File: src/gffe_pkg.sv
// Package for the grid flood-fill engine: transaction structs, operation,
// register-index, neighbour and state codes, and default sizes. No dependencies.
`timescale 1ns / 1ps
`default_nettype none

package gffe_pkg;

   localparam int GFFE_MAX_SIDE   = 16;
   localparam int GFFE_NUM_COLORS = 4;

   typedef enum logic [1:0] {
      OP_LOAD    = 2'd0,
      OP_FILL    = 2'd1,
      OP_RESTART = 2'd2,
      OP_READ    = 2'd3
   } op_type;

   typedef enum logic [1:0] {
      CSR_GRID_WIDTH  = 2'd0,
      CSR_GRID_HEIGHT = 2'd1,
      CSR_WRAP_ENABLE = 2'd2,
      CSR_MAX_MOVES   = 2'd3
   } csr_index_type;

   typedef enum logic [1:0] {
      NB_RIGHT = 2'd0,
      NB_DOWN  = 2'd1,
      NB_LEFT  = 2'd2,
      NB_UP    = 2'd3
   } nb_type;

   typedef enum logic [3:0] {
      ST_CLEAR,
      ST_IDLE,
      ST_EXEC,
      ST_RDATA,
      ST_COPY,
      ST_FTC,
      ST_POP,
      ST_CELL,
      ST_NB,
      ST_LAST,
      ST_SCAN,
      ST_RESP
   } state_type;

   typedef struct packed {
      op_type     op;
      logic [3:0] col_x;
      logic [3:0] row_y;
      logic [3:0] paint_color;
   } req_type;

   typedef struct packed {
      logic [3:0] cell_color;
      logic [7:0] moves_used;
      logic       uniform;
      logic       bad_request;
   } rsp_type;

endpackage

`default_nettype wire

File: src/grid_flood_fill_engine_core.sv
// Grid flood-fill engine: colour grid, initial copy and work stack kept in
// synchronous memories, with a stack-driven 4-connected fill. Uses gffe_pkg.
//
//  channel  | ports                                   | handshake
//  ---------+-----------------------------------------+-------------------------------
//  request  | start, busy, req_data                   | taken when start && !busy
//  result   | rsp_valid, rsp_data                     | one-cycle strobe, no back-pressure
//  config   | csr_we, csr_index, csr_wdata            | written when csr_we is high
//
// After reset a clearing pass over all MAX_SIDE*MAX_SIDE cells zeroes both grids; busy
// stays high meanwhile. Every transaction ends in a scan of the w*h cells in use
// (one memory read per cycle) to form the uniform flag. A restart first copies the
// initial grid back, then scans; a fill pops each recoloured cell off the stack and
// checks its four neighbours in turn through the single grid read port.
// The result strobe lasts one cycle; a new request may be taken in that cycle.
`timescale 1ns / 1ps
`default_nettype none

module grid_flood_fill_engine_core #(
   parameter int MAX_SIDE   = gffe_pkg::GFFE_MAX_SIDE,
   parameter int NUM_COLORS = gffe_pkg::GFFE_NUM_COLORS
) (
   input  wire logic             clock,
   input  wire logic             reset,
   input  wire logic             start,
   output      logic             busy,
   input  wire gffe_pkg::req_type req_data,
   output      logic             rsp_valid,
   output      gffe_pkg::rsp_type rsp_data,
   input  wire logic             csr_we,
   input  wire logic [1:0]       csr_index,
   input  wire logic [7:0]       csr_wdata
);

   import gffe_pkg::*;

   localparam int CELLS = MAX_SIDE * MAX_SIDE;
   localparam int IW    = $clog2(CELLS);
   localparam int NW    = $clog2(CELLS + 1);
   localparam int CW    = $clog2(MAX_SIDE);
   localparam int SW    = $clog2(MAX_SIDE + 1);
   localparam int EW    = (SW > 5) ? SW : 5;
   localparam int PW    = CW + SW;
   localparam int CLR_W = $clog2(NUM_COLORS);
   localparam int SKW   = 2 * CW;

   // configuration registers
   logic [4:0] wid_ff;
   logic [4:0] hgt_ff;
   logic       wrap_ff;
   logic [7:0] maxmv_ff;

   // control and datapath registers
   state_type        state_ff, state_in;
   req_type          req_ff, req_in;
   logic [7:0]       move_cnt_ff, move_cnt_in;
   logic [3:0]       cell_ff, cell_in;
   logic             bad_ff, bad_in;
   logic             uni_ff, uni_in;
   logic [CLR_W-1:0] ref_ff, ref_in;
   logic [CLR_W-1:0] tc_ff, tc_in;
   logic [NW-1:0]    walk_ptr_ff, walk_ptr_in;
   logic             walk_vld_ff, walk_vld_in;
   logic             walk_first_ff, walk_first_in;
   logic [IW-1:0]    walk_addr_ff, walk_addr_in;
   logic [IW:0]      sp_ff, sp_in;
   logic [CW-1:0]    cur_x_ff, cur_x_in;
   logic [CW-1:0]    cur_y_ff, cur_y_in;
   nb_type           nb_k_ff, nb_k_in;
   logic             pend_vld_ff, pend_vld_in;
   logic             pend_fwd_ff, pend_fwd_in;
   logic [IW-1:0]    pend_addr_ff, pend_addr_in;
   logic [CW-1:0]    pend_x_ff, pend_x_in;
   logic [CW-1:0]    pend_y_ff, pend_y_in;

   // memories and their ports
   logic [CLR_W-1:0] grid_mem  [CELLS];
   logic [CLR_W-1:0] init_mem  [CELLS];
   logic [SKW-1:0]   stack_mem [CELLS];

   logic [CLR_W-1:0] grid_rd_ff;
   logic [CLR_W-1:0] init_rd_ff;
   logic [SKW-1:0]   stack_rd_ff;

   logic             grid_we;
   logic [IW-1:0]    grid_waddr;
   logic [CLR_W-1:0] grid_wdata;
   logic [IW-1:0]    grid_raddr;
   logic             init_we;
   logic [IW-1:0]    init_waddr;
   logic [CLR_W-1:0] init_wdata;
   logic [IW-1:0]    init_raddr;
   logic             stack_we;
   logic [IW-1:0]    stack_waddr;
   logic [SKW-1:0]   stack_wdata;
   logic [IW-1:0]    stack_raddr;

   // derived values
   logic [EW-1:0]    wid_ext;
   logic [EW-1:0]    hgt_ext;
   logic [SW-1:0]    w_side;
   logic [SW-1:0]    h_side;
   logic [NW-1:0]    n_cells;
   logic             coord_ok;
   logic             color_ok;
   logic [IW-1:0]    req_addr;
   logic [CLR_W-1:0] fc;
   logic             accept;
   logic             push;

   logic [SW-1:0]    cx_s;
   logic [SW-1:0]    cy_s;
   logic [SW-1:0]    nx_s;
   logic [SW-1:0]    ny_s;
   logic             nb_ok;
   logic [IW-1:0]    nb_addr;

   function automatic logic [IW-1:0] cell_addr(input logic [CW-1:0] y,
                                               input logic [CW-1:0] x,
                                               input logic [SW-1:0] w);
      logic [PW-1:0] prod;
      prod = PW'(y) * PW'(w);
      return IW'(prod + PW'(x));
   endfunction

   // clamp the side registers into 1..MAX_SIDE
   assign wid_ext = EW'(wid_ff);
   assign hgt_ext = EW'(hgt_ff);
   assign w_side  = (wid_ff == '0) ? SW'(1) :
                    (wid_ext > EW'(MAX_SIDE)) ? SW'(MAX_SIDE) : SW'(wid_ext);
   assign h_side  = (hgt_ff == '0) ? SW'(1) :
                    (hgt_ext > EW'(MAX_SIDE)) ? SW'(MAX_SIDE) : SW'(hgt_ext);
   assign n_cells = NW'(w_side) * NW'(h_side);

   assign coord_ok = (EW'(req_ff.col_x) < EW'(w_side)) && (EW'(req_ff.row_y) < EW'(h_side));
   assign color_ok = (5'(req_ff.paint_color) < 5'(NUM_COLORS));
   assign req_addr = cell_addr(CW'(req_ff.row_y), CW'(req_ff.col_x), w_side);
   assign fc       = CLR_W'(req_ff.paint_color);

   assign busy      = !(state_ff == ST_IDLE || state_ff == ST_RESP);
   assign accept    = start && !busy;
   assign rsp_valid = (state_ff == ST_RESP);
   assign rsp_data  = {cell_ff, move_cnt_ff, uni_ff, bad_ff};

   // a pending neighbour still holding the target colour gets painted and pushed
   assign push = (state_ff == ST_NB || state_ff == ST_LAST) && pend_vld_ff &&
                 !pend_fwd_ff && (grid_rd_ff == tc_ff);

   // neighbour of the current cell selected by nb_k_ff
   always_comb begin
      cx_s  = SW'(cur_x_ff);
      cy_s  = SW'(cur_y_ff);
      nx_s  = cx_s;
      ny_s  = cy_s;
      nb_ok = 1'b1;
      case (nb_k_ff)
         NB_RIGHT: begin
            nx_s = cx_s + SW'(1);
            if (wrap_ff) begin
               if (nx_s == w_side) nx_s = '0;
            end else begin
               nb_ok = (nx_s < w_side);
            end
         end
         NB_DOWN: begin
            ny_s = cy_s + SW'(1);
            if (wrap_ff) begin
               if (ny_s == h_side) ny_s = '0;
            end else begin
               nb_ok = (ny_s < h_side);
            end
         end
         NB_LEFT: begin
            if (cx_s == '0) begin
               nx_s  = w_side - SW'(1);
               nb_ok = wrap_ff;
            end else begin
               nx_s = cx_s - SW'(1);
            end
         end
         default: begin
            if (cy_s == '0) begin
               ny_s  = h_side - SW'(1);
               nb_ok = wrap_ff;
            end else begin
               ny_s = cy_s - SW'(1);
            end
         end
      endcase
      nb_addr = cell_addr(CW'(ny_s), CW'(nx_s), w_side);
   end

   // state register
   always_ff @(posedge clock) begin
      if (reset) begin
         state_ff <= ST_CLEAR;
      end else begin
         state_ff <= state_in;
      end
   end

   // next state, datapath and memory controls
   always_comb begin
      state_in      = state_ff;
      req_in        = req_ff;
      move_cnt_in   = move_cnt_ff;
      cell_in       = cell_ff;
      bad_in        = bad_ff;
      uni_in        = uni_ff;
      ref_in        = ref_ff;
      tc_in         = tc_ff;
      walk_ptr_in   = walk_ptr_ff;
      walk_vld_in   = walk_vld_ff;
      walk_first_in = walk_first_ff;
      walk_addr_in  = walk_addr_ff;
      sp_in         = sp_ff;
      cur_x_in      = cur_x_ff;
      cur_y_in      = cur_y_ff;
      nb_k_in       = nb_k_ff;
      pend_vld_in   = pend_vld_ff;
      pend_fwd_in   = pend_fwd_ff;
      pend_addr_in  = pend_addr_ff;
      pend_x_in     = pend_x_ff;
      pend_y_in     = pend_y_ff;

      grid_we     = 1'b0;
      grid_waddr  = pend_addr_ff;
      grid_wdata  = fc;
      grid_raddr  = walk_ptr_ff[IW-1:0];
      init_we     = 1'b0;
      init_waddr  = req_addr;
      init_wdata  = fc;
      init_raddr  = walk_ptr_ff[IW-1:0];
      stack_we    = 1'b0;
      stack_waddr = sp_ff[IW-1:0];
      stack_wdata = {pend_y_ff, pend_x_ff};
      stack_raddr = IW'(sp_ff - (IW+1)'(1));

      if (push) begin
         grid_we  = 1'b1;
         stack_we = 1'b1;
         sp_in    = sp_ff + (IW+1)'(1);
      end

      unique case (state_ff)
         ST_CLEAR: begin
            grid_we    = 1'b1;
            grid_waddr = walk_ptr_ff[IW-1:0];
            grid_wdata = '0;
            init_we    = 1'b1;
            init_waddr = walk_ptr_ff[IW-1:0];
            init_wdata = '0;
            if (walk_ptr_ff == NW'(CELLS - 1)) begin
               walk_ptr_in = '0;
               state_in    = ST_IDLE;
            end else begin
               walk_ptr_in = walk_ptr_ff + NW'(1);
            end
         end
         ST_IDLE, ST_RESP: begin
            state_in = ST_IDLE;
            if (accept) begin
               req_in      = req_data;
               walk_ptr_in = '0;
               walk_vld_in = 1'b0;
               uni_in      = 1'b1;
               bad_in      = 1'b0;
               cell_in     = '0;
               state_in    = ST_EXEC;
            end
         end
         ST_EXEC: begin
            state_in = ST_SCAN;
            unique case (req_ff.op)
               OP_LOAD: begin
                  if (coord_ok && color_ok) begin
                     grid_we    = 1'b1;
                     grid_waddr = req_addr;
                     grid_wdata = fc;
                     init_we    = 1'b1;
                  end else begin
                     bad_in = 1'b1;
                  end
               end
               OP_FILL: begin
                  grid_raddr = '0;
                  if (!color_ok) begin
                     bad_in = 1'b1;
                  end else if (move_cnt_ff < maxmv_ff) begin
                     state_in = ST_FTC;
                  end
               end
               OP_RESTART: begin
                  move_cnt_in = '0;
                  state_in    = ST_COPY;
               end
               OP_READ: begin
                  grid_raddr = req_addr;
                  if (coord_ok) begin
                     state_in = ST_RDATA;
                  end else begin
                     bad_in = 1'b1;
                  end
               end
            endcase
         end
         ST_RDATA: begin
            cell_in  = 4'(grid_rd_ff);
            state_in = ST_SCAN;
         end
         ST_COPY: begin
            // write back the entry read in the previous cycle
            if (walk_vld_ff) begin
               grid_we    = 1'b1;
               grid_waddr = walk_addr_ff;
               grid_wdata = init_rd_ff;
            end
            if (walk_ptr_ff < n_cells) begin
               walk_vld_in  = 1'b1;
               walk_addr_in = walk_ptr_ff[IW-1:0];
               walk_ptr_in  = walk_ptr_ff + NW'(1);
            end else begin
               walk_vld_in = 1'b0;
               if (!walk_vld_ff) begin
                  walk_ptr_in = '0;
                  state_in    = ST_SCAN;
               end
            end
         end
         ST_FTC: begin
            tc_in       = grid_rd_ff;
            move_cnt_in = move_cnt_ff + 8'd1;
            if (grid_rd_ff == fc) begin
               state_in = ST_SCAN;
            end else begin
               grid_we     = 1'b1;
               grid_waddr  = '0;
               stack_we    = 1'b1;
               stack_waddr = '0;
               stack_wdata = '0;
               sp_in       = (IW+1)'(1);
               state_in    = ST_POP;
            end
         end
         ST_POP: begin
            if (sp_ff == '0) begin
               state_in = ST_SCAN;
            end else begin
               sp_in    = sp_ff - (IW+1)'(1);
               state_in = ST_CELL;
            end
         end
         ST_CELL: begin
            {cur_y_in, cur_x_in} = stack_rd_ff;
            nb_k_in     = NB_RIGHT;
            pend_vld_in = 1'b0;
            pend_fwd_in = 1'b0;
            state_in    = ST_NB;
         end
         ST_NB: begin
            // issue this neighbour's read while the previous one is checked
            grid_raddr   = nb_addr;
            pend_vld_in  = nb_ok;
            pend_addr_in = nb_addr;
            pend_x_in    = CW'(nx_s);
            pend_y_in    = CW'(ny_s);
            pend_fwd_in  = push && (nb_addr == pend_addr_ff);
            if (nb_k_ff == NB_UP) begin
               state_in = ST_LAST;
            end else begin
               nb_k_in = nb_type'(nb_k_ff + 2'd1);
            end
         end
         ST_LAST: begin
            pend_vld_in = 1'b0;
            state_in    = ST_POP;
         end
         ST_SCAN: begin
            if (walk_vld_ff) begin
               if (walk_first_ff) begin
                  ref_in = grid_rd_ff;
               end else if (grid_rd_ff != ref_ff) begin
                  uni_in = 1'b0;
               end
            end
            if (walk_ptr_ff < n_cells) begin
               walk_vld_in   = 1'b1;
               walk_first_in = (walk_ptr_ff == '0);
               walk_ptr_in   = walk_ptr_ff + NW'(1);
            end else begin
               walk_vld_in = 1'b0;
               if (!walk_vld_ff) state_in = ST_RESP;
            end
         end
      endcase
   end

   // control registers
   always_ff @(posedge clock) begin
      if (reset) begin
         move_cnt_ff <= '0;
         walk_ptr_ff <= '0;
         walk_vld_ff <= 1'b0;
         sp_ff       <= '0;
         pend_vld_ff <= 1'b0;
         pend_fwd_ff <= 1'b0;
      end else begin
         move_cnt_ff <= move_cnt_in;
         walk_ptr_ff <= walk_ptr_in;
         walk_vld_ff <= walk_vld_in;
         sp_ff       <= sp_in;
         pend_vld_ff <= pend_vld_in;
         pend_fwd_ff <= pend_fwd_in;
      end
   end

   // payload registers
   always_ff @(posedge clock) begin
      req_ff        <= req_in;
      cell_ff       <= cell_in;
      bad_ff        <= bad_in;
      uni_ff        <= uni_in;
      ref_ff        <= ref_in;
      tc_ff         <= tc_in;
      walk_first_ff <= walk_first_in;
      walk_addr_ff  <= walk_addr_in;
      cur_x_ff      <= cur_x_in;
      cur_y_ff      <= cur_y_in;
      nb_k_ff       <= nb_k_in;
      pend_addr_ff  <= pend_addr_in;
      pend_x_ff     <= pend_x_in;
      pend_y_ff     <= pend_y_in;
   end

   // configuration registers
   always_ff @(posedge clock) begin
      if (reset) begin
         wid_ff   <= 5'd12;
         hgt_ff   <= 5'd12;
         wrap_ff  <= 1'b0;
         maxmv_ff <= 8'd1;
      end else if (csr_we) begin
         unique case (csr_index)
            CSR_GRID_WIDTH:  wid_ff   <= csr_wdata[4:0];
            CSR_GRID_HEIGHT: hgt_ff   <= csr_wdata[4:0];
            CSR_WRAP_ENABLE: wrap_ff  <= csr_wdata[0];
            CSR_MAX_MOVES:   maxmv_ff <= csr_wdata;
         endcase
      end
   end

   // memories
   always_ff @(posedge clock) begin
      if (grid_we) grid_mem[grid_waddr] <= grid_wdata;
      grid_rd_ff <= grid_mem[grid_raddr];
   end

   always_ff @(posedge clock) begin
      if (init_we) init_mem[init_waddr] <= init_wdata;
      init_rd_ff <= init_mem[init_raddr];
   end

   always_ff @(posedge clock) begin
      if (stack_we) stack_mem[stack_waddr] <= stack_wdata;
      stack_rd_ff <= stack_mem[stack_raddr];
   end

   // assertions
   a_rsp_single: assert property (@(posedge clock) disable iff (reset)
      rsp_valid |=> !rsp_valid)
      else $error("result strobe held for more than one cycle");

   a_accept_busy: assert property (@(posedge clock) disable iff (reset)
      (start && !busy) |=> busy)
      else $error("accepted transaction did not raise busy");

   a_stack_bound: assert property (@(posedge clock) disable iff (reset)
      sp_ff <= (IW+1)'(CELLS))
      else $error("work stack pointer past its depth");

   a_moves_source: assert property (@(posedge clock) disable iff (reset)
      (!$past(reset) && move_cnt_ff != $past(move_cnt_ff)) |->
      ($past(state_ff) == ST_FTC || $past(state_ff) == ST_EXEC))
      else $error("move counter changed outside a fill or restart");

   a_fwd_in_fill: assert property (@(posedge clock) disable iff (reset)
      pend_fwd_ff |-> (state_ff == ST_NB || state_ff == ST_LAST))
      else $error("neighbour forwarding flag set outside the neighbour walk");

endmodule

`default_nettype wire

File: config.mk
export PLATFORM = sky130hd
export DESIGN_NAME = grid_flood_fill_engine_core
export DESIGN_NICKNAME = d
export VERILOG_FILES = /design/src/gffe_pkg.sv /design/src/grid_flood_fill_engine_core.sv
export SDC_FILE = /design/constraint.sdc
export NUM_CORES = 2
export LEC_CHECK = 0
export BUFFER_PORTS_ARGS = -buffer_cell sky130_fd_sc_hd__buf_4
export CAP_MARGIN = 10
export CORE_MARGIN = 8
export CORE_UTILIZATION = 25
export DETAILED_ROUTE_END_ITERATION = 8
export SLEW_MARGIN = 20
export SYNTH_ARGS = -nofsm -noshare
export SYNTH_HDL_FRONTEND = slang
export SYNTH_SLANG_ARGS = --single-unit
File: constraint.sdc
create_clock -name clock -period 9.2 [get_ports clock]
set_input_delay 0.46 -clock clock [delete_from_list [all_inputs] [get_ports clock]]
set_output_delay 0.46 -clock clock [all_outputs]
set_load 0.005 [all_outputs]
==> results.toml <==
[routing]
post_drt_wl_per_cell_um = 23.14
drtPass1Iterations = 8
drt_iter0_markers = 7772
routed_wl_um = 334100
vias_per_cell = 4.722
top_layer_used = "met5"
drc = 0
vias = 68190
routed-wl-met3_um = 26260
m1WireLength_um = 135100
ant_nets = 0
wl_met2_um = 162200

[logic_synthesis]
ys_top_cells_by_count = "edfxtp_1 (3129), nor2_1 (908), mux4_2 (850), nand2_1 (619), clkbuf_1 (283)"
ys_seq_elements = 3193
syn-instance-count = 7157
dominantRegCellSynth = "edfxtp_1"
synth_top_area_share_pct = 72.14
yosys_warnings = 0
synth.distinct_cells = 78
avgSynthCellArea_um2 = 18.20
synth.most_common_cell = "edfxtp_1"
ys_seq_area_share_pct = 73.12
synth.cell_area_mm2 = 0.1302
synth_area_leaders = "edfxtp_1 (72%), mux4_2 (15%), nor2_1 (2.6%)"
synth.largest_area_cell = "edfxtp_1"
async_flop_share_pct = 0
synth-edff-count = 3129

[floorplanning]
io_pins = 44
chipHeight_um = 737.8
design.die.area_mm2 = 0.5443
rows = 265
die_w_um = 737.8
core_area_mm2 = 0.5199
initial_utilization_pct = 25.05

[global_routing]
grt_use_total_pct = 11.80
grt_start_max_net_pins = 225
grt_pass1_vias = 69130
grt_pass1_wl_um = 484300
gr-total-overflow = 0
antenna_found_initial = 15

[critical_path]
criticalPathCategory = "reg -> reg"
worstPathRequired_ns = 9.97
start_kind = "register"
r2r_slack_ns = 1.36
critPathMaxFanout = 14
crit_slowest_cell = "and3_1"
end_kind = "register"
arrival_ns = 8.61
worstReg2RegStart = "hgt_ext[4]"
slowest_delay_ns = 0.64
rr_worst_depth = 26
r2r_end = "grid_rd_ff[1]"

[clocking]
cts_tree = "done"
cts.clk_slew.worst_paths_ns = 0.06
h-tree-depth = 5
post_cts_resized = 0
cts.path.max_buffers = 4
cts_sinks = 3193
clock-root-buffer = "clkbuf_16"
numCtsBuffers = 315
clk_latency_ns = 0.92

[cells_and_area]
layout-drive-gt1-share_pct = 20.74
syn_to_final_growth_pct = 14.82
fin_nets = 7408

[sta]
fmaxAchievable_mhz = 127.5
clock-skew-final_ns = 0.09822
setup_viol = 0
slew_viol_final = 0
fin_ws_ns = 1.358
rsz0062_at_grt = "no"
setup_tns_ns = 0
period_share_pct = 85.24
slew_headroom_pct = 22.56
fin_crit_ns = 7.842
worst_pin_slew_ns = 1.158
hold_viol = 0

[placement]
port-buffer-count = 41
hpwl_um = 195900
dp_slack_ns = 1.606
gp_congestion = 0.8394

[hold_path]
hold_start = "csr_we"
hp-class = "in -> reg"
holdPathEnd = "wrap_ff"
whs_path_depth = 5

[pwr]
vdd_drop_max_mv = 0.1285
p_leak_uw = 0.04507
power_density_mw_per_mm2 = 197.0

[status]
outcome = "finished, final reports clean"

[run]
cap_violations = 0
## cell usage in the layout (no fill, tap or decap), types with 20 or more instances in the layout
master	count
a21oi_1	97
xor2_1	23
fa_1	24
buf_4	140
edfxtp_1	3129
dlygate4sd3_1	28
mux2i_1	65
xnor2_1	35
bufinv_16	30
and3_1	39
dfxtp_1	59
nand4_1	24
nand2_1	614
ha_1	102
clkinv_1	58
clkinv_2	52
o21ai_0	48
nor2_1	908
nor3_1	31
mux4_2	850
nand3_1	182
clkbuf_16	325
a311oi_1	20
inv_1	107
and2_1	31
a31oi_1	27
clkbuf_1	47
## cell families (layout without fill, tap and decap cells)
logic type               after synthesis  count (layout)  synth area share (%)
AO/OA/AOI/OAI                        376             376                 2.005
XOR/XNOR                              61              61                0.4102
adder cells (fa/ha/maj)              127             127                 1.358
buffers and inverters                532             872                 1.611
flip-flops                          3193            3193                 73.12
multiplexers                         920             920                 15.24
other                                  1               4              0.002879
AND/OR/NAND/NOR                     1947            1947                 6.250
## layout make-up
class / instances / area [um^2]
diodes: 2 / 5.005
clock buffers: 374 / 8337
clock inverters: 188 / 1864
fillers: 51000 / 370400
inverters: 116 / 435.4
multi-input cells: 3433 / 33150
flip-flops and latches: 3193 / 95260
well taps: 6942 / 8686
repair buffers: 194 / 1813
## report_power, final
group	switching, uW	total (uW)	internal (uW)
registers	37.3	15800	15700
clock network	5520	12900	7360
logic	512	812	300
total	6070	29500	23400
## registers in the layout, indices dropped and copies added, names as in the netlist, 4 cells and up
name          count
cur_y_ff          4
pend_addr_ff      8
stack_mem      2048
wid_ext           5
maxmv_ff          8
hgt_ext           5
pend_x_ff         4
cur_x_ff          4
grid_mem        512
sp_ff             9
walk_addr_ff      8
req_ff           12
state_ff          4
stack_rd_ff       8
walk_ptr_ff       9
pend_y_ff         4
init_mem        512
move_cnt_ff       8
## worst max-delay path: cells and delay by family, from the launching register on
kind / cells / cell delay (ns)
DFF: 1 / 0.42
xor gates and xnor gates: 1 / 0.20
buffers and inverters: 4 / 0.71
adders and majority gates: 5 / 2.08
AOI/OAI and AO/OA: 8 / 2.27
and+or+nand+nor: 8 / 2.09
## how the worst max path moves through the flow
| stage | startpoint | end | depth (start not counted) |
|---|---|---|---|
| 2_1_floorplan | cur_y_ff[2] | grid_rd_ff[1] | 29 |
| 3_3_place_gp | cur_y_ff[2] | grid_rd_ff[1] | 26 |
| 3_5_place_dp | hgt_ext[4] | grid_rd_ff[1] | 26 |
| 4_1_cts | hgt_ext[4] | grid_rd_ff[1] | 26 |
| 5_1_grt | hgt_ext[4] | grid_rd_ff[1] | 25 |
| 6_report | hgt_ext[4] | grid_rd_ff[1] | 26 |
## what timing repair did
item,CTS,global route
setup endpoints to repair,0,0
hold buffers,28,0
endpoints found under the hold margin,35,0
buffers inserted,0,0
## metal layers
layer	up-vias	track usage (%)
met3	539	1.981
met2	2973	19.68
met4	4	3.638
met5	-	0
li1	28560	-
met1	36110	15.73
## per-stage QoR
| stage | instances | total power, uW | hold WS, ns | util, % | cell area [um^2] |
|---|---|---|---|---|---|
| final | 14440 | 29460 | 0.06006 | 28.76 | 149500 |
| after detailed placement | 13850 | 16880 | 0.3949 | 26.72 | 138900 |
| after global placement | 13850 | 16870 | 0.3914 | 26.72 | 138900 |
| after CTS | 14440 | 29690 | 0.0001782 | 28.74 | 149400 |
| after floorplan | 7158 | 16580 | 0.3855 | - | 130300 |
| after global routing | 14440 | 30230 | 0.1044 | 28.76 | 149500 |
Power figures use the tool's default switching activity.
